===== src/hw/rtl/rgb565_raster_op_combiner_macros.svh =====
// ----------------------------------------------------------------------------
// rgb565 raster-op combiner assertion macros
// concurrent check wrappers, empty for synthesis
// ----------------------------------------------------------------------------
`ifndef RGB565_RASTER_OP_COMBINER_MACROS_SVH
`define RGB565_RASTER_OP_COMBINER_MACROS_SVH

`ifndef SYNTHESIS
`define RGBROP_ASSERT_NOW(lbl, clk_s, rstn_s, ante, cons) \
  lbl: assert property (@(posedge clk_s) disable iff (!(rstn_s)) (ante) |-> (cons)) \
    else $error("rgbrop assertion failed");
`define RGBROP_ASSERT_NEXT(lbl, clk_s, rstn_s, ante, cons) \
  lbl: assert property (@(posedge clk_s) disable iff (!(rstn_s)) (ante) |=> (cons)) \
    else $error("rgbrop assertion failed");
`else
`define RGBROP_ASSERT_NOW(lbl, clk_s, rstn_s, ante, cons)
`define RGBROP_ASSERT_NEXT(lbl, clk_s, rstn_s, ante, cons)
`endif

`endif


===== src/hw/rtl/rgbrop_pkg.sv =====
`timescale 1ns / 1ps
// ----------------------------------------------------------------------------
// rgbrop_pkg
// shared types and constants of the rgb565 raster-op combiner
// ----------------------------------------------------------------------------
package rgbrop_pkg;

  localparam int unsigned PIX_W = 16;

  typedef logic [PIX_W-1:0] pixel_t;

  typedef enum logic [3:0] {
    ROP_COPY        = 4'd0,
    ROP_TRANSPARENT = 4'd1,
    ROP_OR          = 4'd2,
    ROP_XOR         = 4'd3,
    ROP_NOT         = 4'd4,
    ROP_MERGENOT    = 4'd5,
    ROP_ANDNOT      = 4'd6,
    ROP_AND         = 4'd7,
    ROP_GRAY        = 4'd8,
    ROP_REVERSE     = 4'd9
  } rop_mode_t;

  typedef enum logic {
    CFG_ROP_MODE   = 1'b0,
    CFG_KEY_COLOUR = 1'b1
  } cfg_reg_t;

  // luminance weights, unsigned 0.16 fixed point
  localparam logic [15:0] LUMA_WR = 16'd19595;
  localparam logic [15:0] LUMA_WG = 16'd38470;
  localparam logic [15:0] LUMA_WB = 16'd7471;

  // per-stage advance strobes shared with the luma unit
  typedef struct packed {
    logic s1;
    logic s2;
  } stage_adv_t;

endpackage


===== src/hw/rtl/rgb565_raster_op_combiner.sv =====
`timescale 1ns / 1ps
// ----------------------------------------------------------------------------
// rgb565_raster_op_combiner
// per-pixel raster-operation stage of a 16-bit rgb565 blitter
// ----------------------------------------------------------------------------
// usage:
//   in channel carries one source pixel and the destination pixel under it;
//   out channel returns the new destination pixel and its write enable.
//   rop_mode and key_colour are written on the cfg port while the block is
//   idle; a write takes effect on the next transfer.
// timing:
//   three register stages (products, sum and bitwise result, final select).
//   a result passes through all three and is offered on out from the final
//   select stage; one pixel is taken every clock while out_tready stays high.
//   the luma multiply-add chain sets the stage split.
// reset:
//   rst_n low clears all stage valids and both registers (copy mode, key 0).
// stall:
//   with out_tready low the output stage holds its result; earlier stages
//   keep filling bubbles, and in_tready drops once all three are occupied.
// ----------------------------------------------------------------------------
module rgb565_raster_op_combiner
  import rgbrop_pkg::*;
(
  input  logic        clk,
  input  logic        rst_n,
  // configuration
  input  logic        cfg_we,
  input  logic        cfg_index,
  input  logic [15:0] cfg_wdata,
  // input stream
  input  logic        in_tvalid,
  output logic        in_tready,
  input  logic [31:0] in_tdata,   // src_pixel [15:0], dst_pixel [31:16]
  // result stream
  output logic        out_tvalid,
  input  logic        out_tready,
  output logic [15:0] out_tdata,  // out_pixel [15:0]
  output logic        out_tuser   // write_enable [0]
);

`include "rgb565_raster_op_combiner_macros.svh"

  rop_mode_t  rop_mode_r;
  pixel_t     key_colour_r;

  logic       v1_r, v1_nxt, v2_r, v2_nxt, v3_r, v3_nxt;
  logic       rdy1, rdy2, rdy3;
  stage_adv_t adv;

  pixel_t     src1_r, dst1_r;
  rop_mode_t  mode1_r;
  logic       keyed1_r;

  pixel_t     px2_r, px2_nxt, dst2_r;
  rop_mode_t  mode2_r;
  logic       keyed2_r;

  pixel_t     px3_r, px3_nxt;
  logic       we3_r, we3_nxt;
  logic [5:0] luma;
  pixel_t     gray;

  // configuration registers
  always_ff @(posedge clk) begin
    if (!rst_n) begin
      rop_mode_r   <= ROP_COPY;
      key_colour_r <= '0;
    end else if (cfg_we) begin
      case (cfg_index)
        CFG_ROP_MODE:   rop_mode_r   <= rop_mode_t'(cfg_wdata[3:0]);
        CFG_KEY_COLOUR: key_colour_r <= cfg_wdata;
        default: ;
      endcase
    end
  end

  // stage flow control
  assign rdy3      = !v3_r || out_tready;
  assign rdy2      = !v2_r || rdy3;
  assign rdy1      = !v1_r || rdy2;
  assign in_tready = rdy1;
  assign adv.s1    = rdy1;
  assign adv.s2    = rdy2;

  always_comb begin
    v1_nxt = rdy1 ? in_tvalid : v1_r;
    v2_nxt = rdy2 ? v1_r : v2_r;
    v3_nxt = rdy3 ? v2_r : v3_r;
  end

  always_ff @(posedge clk) begin
    if (!rst_n) begin
      v1_r <= 1'b0;
      v2_r <= 1'b0;
      v3_r <= 1'b0;
    end else begin
      v1_r <= v1_nxt;
      v2_r <= v2_nxt;
      v3_r <= v3_nxt;
    end
  end

  // stage 1: capture, key compare
  always_ff @(posedge clk) begin
    if (rdy1) begin
      src1_r   <= in_tdata[15:0];
      dst1_r   <= in_tdata[31:16];
      mode1_r  <= rop_mode_r;
      keyed1_r <= (in_tdata[15:0] == key_colour_r);
    end
  end

  rgbrop_luma u_luma (
    .clk       (clk),
    .adv       (adv),
    .src_pixel (in_tdata[15:0]),
    .luma      (luma)
  );

  // stage 2: bitwise result
  always_comb begin
    case (mode1_r)
      ROP_OR:       px2_nxt = dst1_r | src1_r;
      ROP_XOR:      px2_nxt = dst1_r ^ src1_r;
      ROP_AND:      px2_nxt = dst1_r & src1_r;
      ROP_NOT:      px2_nxt = ~src1_r;
      ROP_REVERSE:  px2_nxt = ~src1_r;
      ROP_MERGENOT: px2_nxt = dst1_r | ~src1_r;
      ROP_ANDNOT:   px2_nxt = dst1_r & ~src1_r;
      default:      px2_nxt = src1_r;
    endcase
  end

  always_ff @(posedge clk) begin
    if (rdy2) begin
      px2_r    <= px2_nxt;
      dst2_r   <= dst1_r;
      mode2_r  <= mode1_r;
      keyed2_r <= keyed1_r;
    end
  end

  // stage 3: gray packing, key skip
  assign gray = (PIX_W'(luma[5:3]) << 11) | (PIX_W'(luma[5:2]) << 5) | PIX_W'(luma[5:3]);

  always_comb begin
    px3_nxt = (mode2_r == ROP_GRAY) ? gray : px2_r;
    we3_nxt = 1'b1;
    if (keyed2_r && (mode2_r inside {ROP_TRANSPARENT, ROP_GRAY, ROP_REVERSE})) begin
      px3_nxt = dst2_r;
      we3_nxt = 1'b0;
    end
  end

  always_ff @(posedge clk) begin
    if (rdy3) begin
      px3_r <= px3_nxt;
      we3_r <= we3_nxt;
    end
  end

  assign out_tvalid = v3_r;
  assign out_tdata  = px3_r;
  assign out_tuser  = we3_r;

  // checks
  `RGBROP_ASSERT_NEXT(a_accept_fills_s1, clk, rst_n, in_tvalid && in_tready, v1_r)
  `RGBROP_ASSERT_NEXT(a_s1_held_on_stall, clk, rst_n, v1_r && !rdy2, v1_r && $stable(src1_r))
  `RGBROP_ASSERT_NEXT(a_s2_moves_to_s3, clk, rst_n, v2_r && rdy3, v3_r)
  `RGBROP_ASSERT_NEXT(a_keyed_skips_write, clk, rst_n,
    v2_r && rdy3 && keyed2_r &&
    (mode2_r == ROP_TRANSPARENT || mode2_r == ROP_GRAY || mode2_r == ROP_REVERSE),
    !out_tuser)

endmodule


===== src/hw/rtl/rgbrop_luma.sv =====
`timescale 1ns / 1ps
// ----------------------------------------------------------------------------
// rgbrop_luma
// two-stage luminance datapath: weighted products, then sum and scale
// ----------------------------------------------------------------------------
module rgbrop_luma
  import rgbrop_pkg::*;
(
  input  logic       clk,
  input  stage_adv_t adv,
  input  pixel_t     src_pixel,
  output logic [5:0] luma
);

  logic [19:0] prod_r_r, prod_r_nxt;
  logic [21:0] prod_g_r, prod_g_nxt;
  logic [17:0] prod_b_r, prod_b_nxt;
  logic [21:0] sum;
  logic [5:0]  luma_r;

  always_comb begin
    prod_r_nxt = 20'(20'(LUMA_WR) * {15'd0, src_pixel[15:11]});
    prod_g_nxt = 22'(22'(LUMA_WG) * {16'd0, src_pixel[10:5]});
    prod_b_nxt = 18'(18'(LUMA_WB) * {13'd0, src_pixel[4:0]});
  end

  always_ff @(posedge clk) begin
    if (adv.s1) begin
      prod_r_r <= prod_r_nxt;
      prod_g_r <= prod_g_nxt;
      prod_b_r <= prod_b_nxt;
    end
  end

  assign sum = {2'd0, prod_r_r} + prod_g_r + {4'd0, prod_b_r};

  always_ff @(posedge clk) begin
    if (adv.s2) begin
      luma_r <= sum[21:16];
    end
  end

  assign luma = luma_r;

endmodule


===== config.mk =====
export PLATFORM = sky130hd
export DESIGN_NAME = rgb565_raster_op_combiner
export DESIGN_NICKNAME = d
export VERILOG_FILES = /design/src/hw/rtl/rgbrop_pkg.sv /design/src/hw/rtl/rgb565_raster_op_combiner.sv /design/src/hw/rtl/rgbrop_luma.sv
export VERILOG_INCLUDE_DIRS = /design/src /design/src/hw/rtl
export SDC_FILE = /design/constraint.sdc
export NUM_CORES = 1
export LEC_CHECK = 0
export ABC_AREA = 1
export CAP_MARGIN = 0
export CORE_UTILIZATION = 60
export CTS_BUF_LIST = sky130_fd_sc_hd__clkbuf_8
export DETAILED_ROUTE_END_ITERATION = 16
export DONT_BUFFER_PORTS = 1
export GPL_ROUTABILITY_DRIVEN = 0
export GPL_TIMING_DRIVEN = 1
export PLACE_DENSITY = 0.82
export SETUP_SLACK_MARGIN = 0.02
export SYNTH_ARGS = -nofsm -noshare
export SYNTH_HDL_FRONTEND = slang
export SYNTH_HIERARCHICAL = 1
export SYNTH_SLANG_ARGS = --single-unit

===== constraint.sdc =====
create_clock -name clk -period 4.5 [get_ports clk]
set_input_delay 0.225 -clock clk [delete_from_list [all_inputs] [get_ports clk]]
set_output_delay 0.225 -clock clk [all_outputs]
set_load 0.05 [all_outputs]

==> metrics.md <==
| Metric | Value |
|---|---|
| Status | `finished, final reports clean` |
| Commonest non-fill, non-tap cell in the layout | `nand2_1` |
| Remaining global-route overflow | `0` |
| Die height | `148 um` |
| Post-Layout Cell Count | `1,816` |
| Worst r2r src | `out_tvalid` |
| CTS sink count | `between 150 and 200` |
| Sequential power share | `37.4%` |
| Final Util | `slightly below 70%` |
| Worst Setup EP | `in_tready` |
| DRT Wirelength | `approximately 31 mm` |
| Vias in the first global route | `between 10,000 and 15,000` |
| Synth Warn # | `6` |
| Hold Slack | `around 22 ps` |
| Sw Ratio | `between 40 and 50%` |
| Max-cap violations | `0` |
| Root buf cell | `clkbuf_8` |
| Critical Path Source | `out_tvalid` |
| Syn nets | `around 1,700` |
| Top-Level Pins | `between 70 and 80` |
| Via/cell ratio | `between 5 and 6` |
| First-pass detailed-route iteration total | `6` |
| Setup violators final | `0` |
| Postcts setup bufs | `0` |
| Leakage | `between 6 and 7 nW` |
| Effective utilization at floorplan | `between 60% and 70%` |
| Post-DRT Antenna Nets | `0` |
| Maximum clock rate | `approximately 0.3 GHz` |
| Clk buf depth | `2` |
| RR Endpoint | `dst1_r[4]` |
| CTS tree | `done` |
| Site Rows | `52` |
| Clk slew on worst S/H paths | `approximately 110 ps` |
| Final Hold Viols | `0` |
| Slew headroom | `40.6%` |
| Worst path arrival time | `~3100 ps` |
| # port buffers | `0` |
| Hold Crit Depth | `3` |
| Syn avg cell area | `~8.6 um2` |
| Slowest CP cell | `dfxtp_1` |
| Placed Cells | `~1,700` |
| PD cells | `around 480 nW/um2` |
| DP HPWL | `around 22 mm` |
| Post-Route Setup TNS | `0 ps` |
| CP peak stage delay | `about 650 ps` |
| Crit Path Category | `reg2out` |
| Initial DRC Count | `roughly 1,200` |
| RSZ-0062 raised after global routing | `no` |
| Final critical-path required period | `around 3400 ps` |
| Setup ws final | `around 1100 ps` |
| Worst path cell trace | `nand2_1, nor2_1, nand2_4, buf_4` |
| N_diodes | `0` |
| Crit path depth | `4` |
| Int Power | `between 3 and 4 mW` |
| Slew at the pin closest to its max-slew limit | `890 ps` |
| Final worst path period share | `approximately three quarters` |
| Most frequent cells in the layout | `333 x nand2_1, 213 x inv_1, 157 x nor2_1` |
| First-pass GRT wire length | `between 50 and 60 mm` |
| Worst R2R Setup Slack | `approximately 1600 ps` |
| Post-synthesis cell area | `between 10,000 and 15,000 um2` |
| Largest net degree at the start of global routing | `between 40 and 50` |
| Residual DRC count | `0` |
| Initial antenna violation count | `0` |
| Wire per inst | `17.3 um` |
| Htree depth | `4` |
| HP Class | `in2reg` |
| Worst Path Max Fanout | `42` |
| Total GRT Usage | `30.0%` |
| Net Sw Power | `2.90 mW` |
| Syn Inst Count | `between 1,000 and 1,500` |
| Fillers | `between 1,500 and 2,000` |
| Clk pwr share | `17.4%` |
| CP Launch Type | `register` |
| Full die area | `~22,000 um2` |
| CP required | `between 4000 and 5000 ps` |
| Core Region | `20,500 um2` |
| Layout cells sized above 1 | `between 4 and 5%` |
| Logic pwr share | `between 40% and 50%` |
| Area Overhead vs Synth | `9.29%` |
| Peak VDD IR | `roughly 270 uV` |
| Clk Latency, worst-skew pair | `around 480 ps` |
| Die width | `between 100 and 150 um` |
| Place WS | `1320 ps` |
| Clock Skew | `13.5 ps` |
| Cell family with most CP delay | `simple AND/OR/NAND/NOR gates` |
| CP bufs+invs | `1` |
| Final #Nets | `1,763` |
| CTS Buf Count | `17` |
| Reg2reg path depth | `4` |
| CP Capture Type | `output port` |
| Vias | `around 10,000` |
| Max Slew Vio Count | `0` |
==> metrics by stage <==
stage          area, um2  total power, mW
4_1_cts            13900             6.58
2_1_floorplan      12700             4.66
5_1_grt            13900             7.16
6_report           13900             6.64
3_5_place_dp       13000             5.38
3_3_place_gp       13000             5.25
==> worst reg2reg max path, stage by stage (launching register included) <==
cell and delay (ps):
dfxtp_1 650, nand2_1 650, nor2_1 480, nand2_4 400, buf_4 460
==> power by group through the flow <==
stage / registers, mW / clock network [mW] / logic (mW)
after CTS: 2.48 / 1.16 / 2.93
final: 2.49 / 1.16 / 2.99
after global placement: 2.50 / 0 / 2.75
after global routing: 2.51 / 1.23 / 3.42
after floorplan: 2.41 / 0 / 2.25
after detailed placement: 2.52 / 0 / 2.87
==> cell type report <==
type | instances | area [um2] | area share, %
Clock buffer | 17 | 234 | 1.68
Multi-Input combinational cell | 1068 | 6700 | 48.2
Timing Repair Buffer | 55 | 538 | 3.87
Sequential cell | 177 | 5080 | 36.6
Clock inverter | 15 | 191 | 1.38
Inverter | 214 | 803 | 5.78
Tap cell | 270 | 338 | 2.43
==> flip-flops by register name (all words and copies together) (netlist names) <==
| signal | cells |
|---|---|
| dst1_r | 16 |
| dst2_r | 16 |
| key_colour_r | 16 |
| keyed1_r | 1 |
| keyed2_r | 1 |
| mode1_r | 4 |
| mode2_r | 4 |
| out_tdata | 16 |
| out_tuser | 1 |
| out_tvalid | 1 |
| px2_r | 16 |
| rop_mode_r | 4 |
| src1_r | 16 |
| u_luma/luma | 4 |
| u_luma/prod_b_r | 18 |
| u_luma/prod_g_r | 21 |
| u_luma/prod_r_r | 20 |
| v1_r | 1 |
| v2_r | 1 |
==> layer usage <==
layer	vias to the layer above	track usage, %	share of wire (%)
met5	-	0	0
met4	0	11.4	3.5
met3	86	6.05	9.6
met2	571	48.5	45
met1	4771	40.0	42
li1	5011	-	-
==> how the worst min path moves through the flow <==
stage,start,to,slack [ps]
final,in_tdata[10],u_luma/prod_g_r[20],20
after global routing,in_tdata[10],u_luma/prod_g_r[20],8
after CTS,cfg_index,rop_mode_r[2],4
after detailed placement,in_tdata[22],dst1_r[6],320
after global placement,in_tdata[29],dst1_r[13],320
after floorplan,in_tdata[16],dst1_r[0],320
==> timing repair <==
item                                    4_1_cts  5_1_grt
hold endpoints to repair                     65        0
gates resized for setup                       0        0
hold buffers                                 50        0
endpoints found under the setup margin        0        0
(Power assumes the default switching activity.)
